`config.mk`:
```
export PLATFORM = sky130hd
export DESIGN_NAME = accelerating_key_auto_repeat_core
export DESIGN_NICKNAME = d
export VERILOG_FILES = /design/src/rtl/akar_pkg.sv /design/src/rtl/akar_lane.sv /design/src/rtl/akar_merge.sv /design/src/rtl/accelerating_key_auto_repeat_core.sv
export SDC_FILE = /design/constraint.sdc
export NUM_CORES = 2
export LEC_CHECK = 0
export BUFFER_PORTS_ARGS = -buffer_cell sky130_fd_sc_hd__buf_2
export CORE_MARGIN = 10
export CORE_UTILIZATION = 35
export DETAILED_ROUTE_END_ITERATION = 12
export MAX_ROUTING_LAYER = met4
export PLACE_DENSITY = 0.49
export SYNTH_ARGS = -nofsm -noshare
export SYNTH_HDL_FRONTEND = slang
export SYNTH_SLANG_ARGS = --single-unit
```
`constraint.sdc`:
```
create_clock -name clk -period 16.71 [get_ports clk]
set_input_delay 1.671 -clock clk [delete_from_list [all_inputs] [get_ports clk]]
set_output_delay 1.671 -clock clk [all_outputs]
set_load 0.005 [all_outputs]
```
`src/rtl/akar_pkg.sv`:
```
package akar_pkg;

  // Default number of direction lanes. Only the first MASK_W lanes can ever
  // become active, because the input mask carries MASK_W bits.
  localparam int NUM_DIRECTIONS_DEF = 4;
  localparam int MASK_W             = 4;
  localparam int TIME_W             = 32;
  localparam int DELAY_W            = 16;
  localparam int CFG_INDEX_W        = 2;

  // Register indexes of the configuration port.
  localparam logic [CFG_INDEX_W-1:0] REG_FIRST_DELAY = 2'd0;
  localparam logic [CFG_INDEX_W-1:0] REG_REST_DELAY  = 2'd1;
  localparam logic [CFG_INDEX_W-1:0] REG_MIN_DELAY   = 2'd2;
  localparam logic [CFG_INDEX_W-1:0] REG_ACCEL_TIME  = 2'd3;

  // Register values after reset.
  localparam logic [DELAY_W-1:0] FIRST_DELAY_RST = 16'd420;
  localparam logic [DELAY_W-1:0] REST_DELAY_RST  = 16'd210;
  localparam logic [DELAY_W-1:0] MIN_DELAY_RST   = 16'd50;
  localparam logic [DELAY_W-1:0] ACCEL_TIME_RST  = 16'd1500;

  typedef enum logic [1:0] {
    KIND_RELEASE = 2'd0,
    KIND_PRESS   = 2'd1,
    KIND_REPEAT  = 2'd2
  } event_kind_t;

  typedef struct packed {
    logic [DELAY_W-1:0] first_delay_ms;
    logic [DELAY_W-1:0] rest_delay_ms;
    logic [DELAY_W-1:0] min_delay_ms;
    logic [DELAY_W-1:0] accel_time_ms;
  } cfg_t;

  typedef struct packed {
    logic [TIME_W-1:0] now_ms;
    logic [MASK_W-1:0] active_mask;
  } in_item_t;

  typedef struct packed {
    logic [1:0] direction;
    logic [1:0] event_kind;
    logic       last_event;
  } out_item_t;

  // Controller to lanes.
  typedef struct packed {
    logic start;
    logic ack;
  } lane_cmd_t;

  // Lane to controller and merging stage.
  typedef struct packed {
    logic        done;
    logic        emit;
    event_kind_t kind;
  } lane_stat_t;

  typedef enum logic [2:0] {
    L_IDLE,
    L_MUL,
    L_DIV,
    L_FIN,
    L_DONE
  } lane_state_t;

  typedef enum logic [1:0] {
    T_IDLE,
    T_START,
    T_RUN,
    T_EMIT
  } top_state_t;

endpackage

```
`src/rtl/akar_lane.sv`:
```
module akar_lane (
  input  logic                                clk,
  input  logic                                rst,
  input  akar_pkg::lane_cmd_t                 cmd,
  input  akar_pkg::cfg_t                      cfg,
  input  logic [akar_pkg::TIME_W-1:0]         now_ms,
  input  logic                                active,
  output akar_pkg::lane_stat_t                stat
);
  import akar_pkg::*;

  localparam int DIV_STEPS = 2 * DELAY_W;
  localparam int CNT_W     = $clog2(DIV_STEPS);

  lane_state_t state, state_next;

  logic                 held;
  logic [TIME_W-1:0]    press_time;
  logic [TIME_W-1:0]    next_rep;
  logic                 emit;
  event_kind_t          kind;
  logic [CNT_W-1:0]     cnt;

  logic [DELAY_W-1:0]   prog_q;
  logic [DELAY_W-1:0]   diff_q;
  logic [DIV_STEPS-1:0] dvd;
  logic [DELAY_W:0]     rem;

  logic                 due;
  logic                 no_accel;
  logic                 need_div;
  logic [TIME_W-1:0]    held_ms;
  logic [DELAY_W-1:0]   prog;
  logic [DELAY_W:0]     shifted;
  logic                 ge;
  logic [DELAY_W-1:0]   gap;

  assign due      = now_ms >= next_rep;
  assign no_accel = (cfg.accel_time_ms == '0) || (cfg.rest_delay_ms <= cfg.min_delay_ms);
  assign need_div = active && held && due && !no_accel;
  assign held_ms  = now_ms - press_time;
  assign prog     = (held_ms < {{(TIME_W-DELAY_W){1'b0}}, cfg.accel_time_ms}) ?
                    held_ms[DELAY_W-1:0] : cfg.accel_time_ms;

  // One quotient bit per cycle. The remainder stays below the divisor, so
  // its top bit is always clear before the shift.
  assign shifted = {rem[DELAY_W-1:0], dvd[DIV_STEPS-1]};
  assign ge      = shifted >= {1'b0, cfg.accel_time_ms};
  assign gap     = cfg.rest_delay_ms - dvd[DELAY_W-1:0];

  always_comb begin
    state_next = state;
    unique case (state)
      L_IDLE: begin
        if (cmd.start) begin
          state_next = need_div ? L_MUL : L_DONE;
        end
      end
      L_MUL:  state_next = L_DIV;
      L_DIV: begin
        if (cnt == CNT_W'(DIV_STEPS - 1)) begin
          state_next = L_FIN;
        end
      end
      L_FIN:  state_next = L_DONE;
      L_DONE: begin
        if (cmd.ack) begin
          state_next = L_IDLE;
        end
      end
      default: state_next = L_IDLE;
    endcase
  end

  always_comb begin
    stat.done = (state == L_DONE);
    stat.emit = emit;
    stat.kind = kind;
  end

  always_ff @(posedge clk) begin
    if (rst) begin
      state      <= L_IDLE;
      held       <= 1'b0;
      press_time <= '0;
      next_rep   <= '0;
      emit       <= 1'b0;
      cnt        <= '0;
    end else begin
      state <= state_next;
      unique case (state)
        L_IDLE: begin
          if (cmd.start) begin
            if (!active) begin
              emit       <= held;
              held       <= 1'b0;
              press_time <= '0;
              next_rep   <= '0;
            end else if (!held) begin
              emit       <= 1'b1;
              held       <= 1'b1;
              press_time <= now_ms;
              next_rep   <= now_ms + {{(TIME_W-DELAY_W){1'b0}}, cfg.first_delay_ms};
            end else if (due && no_accel) begin
              emit     <= 1'b1;
              next_rep <= now_ms + {{(TIME_W-DELAY_W){1'b0}}, cfg.rest_delay_ms};
            end else begin
              emit <= 1'b0;
            end
          end
        end
        L_MUL: cnt <= '0;
        L_DIV: cnt <= cnt + 1'b1;
        L_FIN: begin
          emit     <= 1'b1;
          next_rep <= now_ms + {{(TIME_W-DELAY_W){1'b0}}, gap};
        end
        default: ;
      endcase
    end
  end

  always_ff @(posedge clk) begin
    unique case (state)
      L_IDLE: begin
        if (cmd.start) begin
          prog_q <= prog;
          diff_q <= cfg.rest_delay_ms - cfg.min_delay_ms;
          if (!active) begin
            kind <= KIND_RELEASE;
          end else if (!held) begin
            kind <= KIND_PRESS;
          end else begin
            kind <= KIND_REPEAT;
          end
        end
      end
      L_MUL: begin
        dvd <= {{(DIV_STEPS-DELAY_W){1'b0}}, prog_q} *
               {{(DIV_STEPS-DELAY_W){1'b0}}, diff_q};
        rem <= '0;
      end
      L_DIV: begin
        dvd <= {dvd[DIV_STEPS-2:0], ge};
        rem <= ge ? (shifted - {1'b0, cfg.accel_time_ms}) : shifted;
      end
      default: ;
    endcase
  end

  // The scaled step never exceeds rest minus min, so the quotient fits.
  assert property (@(posedge clk) disable iff (rst)
    (state == L_FIN) |-> (dvd[DIV_STEPS-1:DELAY_W] == '0))
    else $error("lane quotient overflowed the delay width");

  assert property (@(posedge clk) disable iff (rst)
    (state == L_IDLE && cmd.start && !active) |=> !held)
    else $error("inactive direction left held");

  assert property (@(posedge clk) disable iff (rst)
    (state == L_MUL) |-> (held && kind == KIND_REPEAT))
    else $error("divider started for a direction that is not repeating");

endmodule

```
`src/rtl/akar_merge.sv`:
```
module akar_merge #(
  parameter int NUM_DIRECTIONS = akar_pkg::NUM_DIRECTIONS_DEF
) (
  input  logic                 clk,
  input  logic                 rst,
  input  logic                 load,
  input  akar_pkg::lane_stat_t stat [NUM_DIRECTIONS],
  input  logic                 out_ready,
  output logic                 out_valid,
  output akar_pkg::out_item_t  out_item,
  output logic                 busy
);
  import akar_pkg::*;

  logic [NUM_DIRECTIONS-1:0] pend;
  event_kind_t               kinds [NUM_DIRECTIONS];

  logic [NUM_DIRECTIONS-1:0] pend_rest;
  logic                      found;
  logic [1:0]                pick_dir;
  event_kind_t               pick_kind;
  logic                      pick_last;
  logic                      fire;

  // Lowest pending direction goes first.
  always_comb begin
    found     = 1'b0;
    pick_dir  = '0;
    pick_kind = KIND_RELEASE;
    pend_rest = pend;
    for (int i = 0; i < NUM_DIRECTIONS; i++) begin
      if (pend[i] && !found) begin
        found        = 1'b1;
        pick_dir     = 2'(i);
        pick_kind    = kinds[i];
        pend_rest[i] = 1'b0;
      end
    end
  end

  assign pick_last = (pend_rest == '0);
  assign fire      = found && (!out_valid || out_ready);
  assign busy      = (pend != '0);

  always_ff @(posedge clk) begin
    if (rst) begin
      pend      <= '0;
      out_valid <= 1'b0;
    end else begin
      if (load) begin
        for (int i = 0; i < NUM_DIRECTIONS; i++) begin
          pend[i] <= stat[i].emit;
        end
      end else if (fire) begin
        pend <= pend_rest;
      end
      if (fire) begin
        out_valid <= 1'b1;
      end else if (out_ready) begin
        out_valid <= 1'b0;
      end
    end
  end

  always_ff @(posedge clk) begin
    if (load) begin
      for (int i = 0; i < NUM_DIRECTIONS; i++) begin
        kinds[i] <= stat[i].kind;
      end
    end
    if (fire) begin
      out_item.direction  <= pick_dir;
      out_item.event_kind <= pick_kind;
      out_item.last_event <= pick_last;
    end
  end

  assert property (@(posedge clk) disable iff (rst)
    load |-> (pend == '0))
    else $error("new results captured before the previous item drained");

  assert property (@(posedge clk) disable iff (rst)
    (fire && pick_last) |=> (pend == '0))
    else $error("results left pending after the last one was sent");

endmodule

```
`src/rtl/accelerating_key_auto_repeat_core.sv`:
```
// Channel  | Direction | Handshake            | Payload
// ---------+-----------+----------------------+------------------------------------
// in       | input     | in_valid / in_ready  | in_item: now_ms, active_mask
// out      | output    | out_valid / out_ready| out_item: direction, event_kind,
//          |           |                      |           last_event
// cfg      | input     | cfg_we (no wait)     | cfg_index, cfg_data
//
// The block takes a new item only once every lane has finished the last one and
// the merger has handed all its results to the output register. When any
// direction has a repeat whose gap must be scaled, each lane runs its own
// 32-step restoring divider, one quotient bit per cycle. Reset is synchronous,
// clears all direction state and loads the default delays. A stalled output holds
// its item in the output register while the remaining results wait in the merger.
module accelerating_key_auto_repeat_core #(
  parameter int NUM_DIRECTIONS = akar_pkg::NUM_DIRECTIONS_DEF
) (
  input  logic                                 clk,
  input  logic                                 rst,
  input  logic                                 in_valid,
  output logic                                 in_ready,
  input  akar_pkg::in_item_t                   in_item,
  output logic                                 out_valid,
  input  logic                                 out_ready,
  output akar_pkg::out_item_t                  out_item,
  input  logic                                 cfg_we,
  input  logic [akar_pkg::CFG_INDEX_W-1:0]     cfg_index,
  input  logic [akar_pkg::DELAY_W-1:0]         cfg_data
);
  import akar_pkg::*;

  top_state_t state, state_next;

  // The configuration registers. The user must change them only while the block is idle,
  // as the lanes read them directly throughout an item; the block does not enforce this.
  cfg_t cfg;

  // The item under work is held here until every lane has finished with it.
  in_item_t item;

  lane_cmd_t  cmd;
  lane_stat_t stat [NUM_DIRECTIONS];
  logic [NUM_DIRECTIONS-1:0] done_vec;
  logic all_done;
  logic capture;
  logic busy;

  always_ff @(posedge clk) begin
    if (rst) begin
      cfg.first_delay_ms <= FIRST_DELAY_RST;
      cfg.rest_delay_ms  <= REST_DELAY_RST;
      cfg.min_delay_ms   <= MIN_DELAY_RST;
      cfg.accel_time_ms  <= ACCEL_TIME_RST;
    end else if (cfg_we) begin
      unique case (cfg_index)
        REG_FIRST_DELAY: cfg.first_delay_ms <= cfg_data;
        REG_REST_DELAY:  cfg.rest_delay_ms  <= cfg_data;
        REG_MIN_DELAY:   cfg.min_delay_ms   <= cfg_data;
        REG_ACCEL_TIME:  cfg.accel_time_ms  <= cfg_data;
        default: ;
      endcase
    end
  end

  always_ff @(posedge clk) begin
    if (in_valid && in_ready) begin
      item <= in_item;
    end
  end

  // One lane per direction. Lanes beyond the width of the mask never see an
  // active direction, so they never hold and never report anything.
  for (genvar d = 0; d < NUM_DIRECTIONS; d++) begin : g_lane
    logic lane_active;
    if (d < MASK_W) begin : g_mask
      assign lane_active = item.active_mask[d];
    end else begin : g_none
      assign lane_active = 1'b0;
    end

    akar_lane u_lane (
      .clk    (clk),
      .rst    (rst),
      .cmd    (cmd),
      .cfg    (cfg),
      .now_ms (item.now_ms),
      .active (lane_active),
      .stat   (stat[d])
    );

    assign done_vec[d] = stat[d].done;
  end

  assign all_done = &done_vec;

  // Next-state logic: take an item, start the lanes, wait for all of them,
  // then let the merging stage send the results in direction order.
  always_comb begin
    state_next = state;
    unique case (state)
      T_IDLE: begin
        if (in_valid) begin
          state_next = T_START;
        end
      end
      T_START: state_next = T_RUN;
      T_RUN: begin
        if (all_done) begin
          state_next = T_EMIT;
        end
      end
      T_EMIT: begin
        if (!busy) begin
          state_next = T_IDLE;
        end
      end
      default: state_next = T_IDLE;
    endcase
  end

  always_comb begin
    in_ready  = (state == T_IDLE);
    cmd.start = (state == T_START);
    cmd.ack   = (state == T_RUN) && all_done;
    capture   = (state == T_RUN) && all_done;
  end

  always_ff @(posedge clk) begin
    if (rst) begin
      state <= T_IDLE;
    end else begin
      state <= state_next;
    end
  end

  akar_merge #(
    .NUM_DIRECTIONS (NUM_DIRECTIONS)
  ) u_merge (
    .clk       (clk),
    .rst       (rst),
    .load      (capture),
    .stat      (stat),
    .out_ready (out_ready),
    .out_valid (out_valid),
    .out_item  (out_item),
    .busy      (busy)
  );

  // While waiting for an item no lane may still be holding a finished result.
  assert property (@(posedge clk) disable iff (rst)
    (state == T_IDLE) |-> (done_vec == '0))
    else $error("lane finished outside an item");

  // The merging stage must be empty by the time lanes are started again.
  assert property (@(posedge clk) disable iff (rst)
    (state == T_START) |-> !busy)
    else $error("lanes started while results were still pending");

endmodule

```
==> run_results.csv <==
group,metric,value,unit
cts,clock_sinks,744,
timing,max_freq,133,MHz
yosys,ys_async_sr_fraction,0,%
floorplan,num_io_pins,66,
global_routing,track_usage,22.2,%
worst_setup_path,crit_type,"flop to flop",
place,io_buffers,65,
worst_setup_path,required,17.22,ns
drt,viasPerCell,5.33,
cts,postCtsSetupRepairBufs,0,
timing,finClkSkew,0.0647,ns
floorplan,fp.dieW,515,um
outcome,outcome,"finished, final reports clean",
cts,cts_tree,"done",
global_routing,grt_max_degree,155,
cts,cts_buffer_depth,3,
layout,syn2layout_area_growth,8.63,%
cts,ctsResizeCount,0,
drt,vias,69600,
drt,drt_iter0_drc,5491,
timing,tightest_slew,1.28,ns
worst_setup_path,worstPathCellList,"and2_1 > fa_1 > fa_1 > ha_1 > inv_1 > fa_1 > fa_1 > fa_1 > inv_1 > ha_1 > o21a_1 > a21oi_1 > o21bai_1 > a2111oi_0 > o311ai_0 > and3_1 > or3_1 > a21oi_1 > xor2_1 > o21ai_0",
yosys,synth-simple-area-share,16.1,%
place,place_congestion,0.923,
timing,rsz0062_at_grt,"no",
floorplan,die_area,265000,sq um
worst_setup_path,crit_path_end_kind,"flop",
timing,finalSetupViolCount,0,
cts,htreeDepth,3,
worst_hold_path,hp-class,"flop to flop",
worst_setup_path,startpoint_type,"flop",
yosys,netlist_instances,9840,
yosys,synth_fp_nets,11700,
cts,cts_buffers,100,
worst_setup_path,slowest_delay,1.10,ns
worst_setup_path,cp_max_fo,16,
timing,fin_crit_sh,45.1,%
run,maxCapViolations,0,
drt,drt-pass1-iter-count,6,
yosys,synth_edf_count,377,
timing,relSlewSlack,14.6,%
layout,finish.utilization,38.2,%
cts,clkSlewWorstSetupHoldPaths,0.06,ns
cts,clock_latency,0.79,ns
floorplan,initial_core_util,35.2,%
global_routing,grt_pass1_wl,443000,um
yosys,synth-xor-area-share,4.89,%
yosys,ys_warn_count,0,
layout,drive_above_1_share,5.24,%
worst_setup_path,crit_top_cell,"fa_1",
yosys,synthMuxAreaShare,1.95,%
drt,drt-total-wl,292000,um
timing,final.setup.tns,0,ns
timing,min_period,7.54,ns
yosys,synth_top_family_by_area,"adder cells",
floorplan,fp-row-count,181,
yosys,synth.distinct_cells,89,
yosys,seq_area_frac_synth,21.8,%
yosys,syn-cell-area,85700,sq um
worst_setup_path,cp.arrival,8.05,ns
worst_setup_path,cp_slowest_cell,"a2111oi_0",
global_routing,grt_overflow,0,
cts,clock-root-buffer,"clkbuf_16",
layout,final_nets,11600,
place,dp_hpwl,225000,um
drt,drc,0,
yosys,ys_ff_latch,744,
floorplan,die_h,515,um
drt,drtAntennaViolNets,0,
cts,hold_buffers,0,
floorplan,core,243000,sq um
yosys,synth_compound_area_share,14.6,%
timing,drv_slew,0,
timing,finalHoldViolations,0,
global_routing,grt_antenna_before_repair,24,
drt,wl_per_cell,22.3,um
layout,fillerInstances,24600,
yosys,synthAdderAreaFrac,32.9,%
global_routing,grt_pass1_vias,69700,
yosys,synth_ff_type,"edfxtp_1",
yosys,postSynthAreaPerCell,8.70,sq um
## cells by family after synthesis
family | Yosys count
simple gates | 2939
compound gates | 1962
buf+inv | 1791
fa+ha+maj | 1772
flops | 744
xor+xnor | 478
mux | 154
## metal layers
layer  vias to the layer above  track usage, %  wire (um)
met5                         -               -          0
li1                      32800               -          -
met1                     34600            29.7     134000
met4                         0            7.36      10900
met2                      1794            34.9     132000
met3                       425            2.59      14800
## worst max-delay path: cells and delay by family, from the launching register on
family	cells	cell delay [ns]
compound gates	7	2.29
xor+xnor	1	0.16
fa+ha+maj	7	3.07
buf+inv	2	0.11
flops	1	0.76
simple gates	3	0.88
## synthesized netlist by cell type (11+ instances only)
library cell | n | area [sq um]
nor3b_1 | 21 | 158
a2111oi_0 | 25 | 219
or3_1 | 25 | 156
mux2_2 | 67 | 754
nor2_1 | 707 | 2650
xnor2_1 | 262 | 2290
clkbuf_1 | 356 | 1340
a211o_1 | 14 | 123
a211oi_1 | 114 | 856
a21boi_0 | 33 | 248
buf_1 | 17 | 63.8
edfxtp_1 | 377 | 11300
a21o_1 | 207 | 1550
or2_2 | 15 | 93.8
nand4_1 | 75 | 469
o31ai_1 | 29 | 218
o21bai_1 | 58 | 435
fa_1 | 795 | 15900
o31a_1 | 15 | 131
ha_1 | 976 | 12200
a31oi_1 | 42 | 263
nor3_1 | 118 | 591
nor4_1 | 40 | 250
and3_1 | 49 | 307
a21oi_1 | 623 | 3120
and2_1 | 490 | 3070
o211ai_1 | 37 | 278
xor2_1 | 216 | 1890
a221oi_1 | 38 | 333
o2111ai_1 | 18 | 158
o21ai_0 | 367 | 1840
nand3b_1 | 14 | 105
dfxtp_1 | 367 | 7350
nor2b_1 | 89 | 557
nand3_1 | 123 | 616
a22oi_1 | 151 | 1130
mux2i_1 | 78 | 781
nand2_1 | 1067 | 4010
o21a_1 | 49 | 368
inv_1 | 1408 | 5290
o41ai_1 | 11 | 96.3
o22ai_1 | 28 | 175
nand2b_1 | 79 | 494
## registers in the layout, indices dropped and copies added (netlist names)
name                      cells
g_lane.u_lane.state          12
u_merge.kinds                 8
g_lane.lane_active            4
u_merge.out_item              5
g_lane.u_lane.diff_q         64
g_lane.u_lane.rem            64
u_merge.pend                  4
item                         32
cfg                          64
g_lane.u_lane.held            4
state                         2
g_lane.u_lane.dvd           128
g_lane.u_lane.press_time    128
u_merge.out_valid             1
g_lane.u_lane.emit            4
g_lane.u_lane.prog_q         64
g_lane.u_lane.next_rep      128
g_lane.u_lane.cnt            20
g_lane.u_lane.kind            8
## layout by cell type (no fill, tap or decap), types with 214 or more instances in the layout
cell type  synthesis  routed
xor2_1           216     214
dfxtp_1          367     367
inv_1           1408    1401
edfxtp_1         377     377
xnor2_1          262     257
a21oi_1          623     623
nand2_1         1067    1063
o21ai_0          367     367
fa_1             795     795
ha_1             976     976
and2_1           490     490
nor2_1           707     700
## final cells by class
| cell class | count | area, sq um | area share (%) |
|---|---|---|---|
| Clock buffer | 129 | 2750 | 2.95 |
| Antenna cell | 18 | 45.0 | 0.0484 |
| Clock inverter | 59 | 569 | 0.612 |
| Timing Repair Buffer | 194 | 1310 | 1.41 |
| Multi-Input combinational cell | 7305 | 60400 | 64.9 |
| Inverter | 1411 | 5300 | 5.69 |
| Tap cell | 3202 | 4010 | 4.31 |
| Sequential cell | 744 | 18700 | 20.1 |
## path summary, 6_finish.rpt
| check | start | to | slack, ns | cells past startpoint |
|---|---|---|---|---|
| max reg2reg | g_lane[0].u_lane.diff_q[5]$_DFFE_PP_ | g_lane[0].u_lane.dvd[27]$_DFFE_PP_ | 9.17 | 20 |
| min reg2reg | g_lane[1].u_lane.kind[0]$_SDFFCE_PN0P_ | u_merge.kinds[1][0]$_DFFE_PP_ | 0.44 | 0 |
| min | g_lane[1].u_lane.kind[0]$_SDFFCE_PN0P_ | u_merge.kinds[1][0]$_DFFE_PP_ | 0.44 | 0 |
| max | g_lane[0].u_lane.diff_q[5]$_DFFE_PP_ | g_lane[0].u_lane.dvd[27]$_DFFE_PP_ | 9.17 | 20 |
## stage by stage
| stage | area, sq um | setup slack [ns] | cells | hold WS, ns |
|---|---|---|---|---|
| 3_3_place_gp | 89700 | 9.21 | 12900 | 0.439 |
| 5_1_grt | 93000 | 8.66 | 13100 | 0.440 |
| 3_5_place_dp | 89700 | 9.20 | 12900 | 0.430 |
| 2_1_floorplan | 85700 | 10.03 | 9840 | 0.400 |
| 4_1_cts | 93000 | 9.14 | 13000 | 0.445 |
| 6_report | 93000 | 9.17 | 13100 | 0.438 |
Power is left out: the tool's default activity adds up to more than one toggle a clock period on the data nets, which glitch-free logic cannot reach.
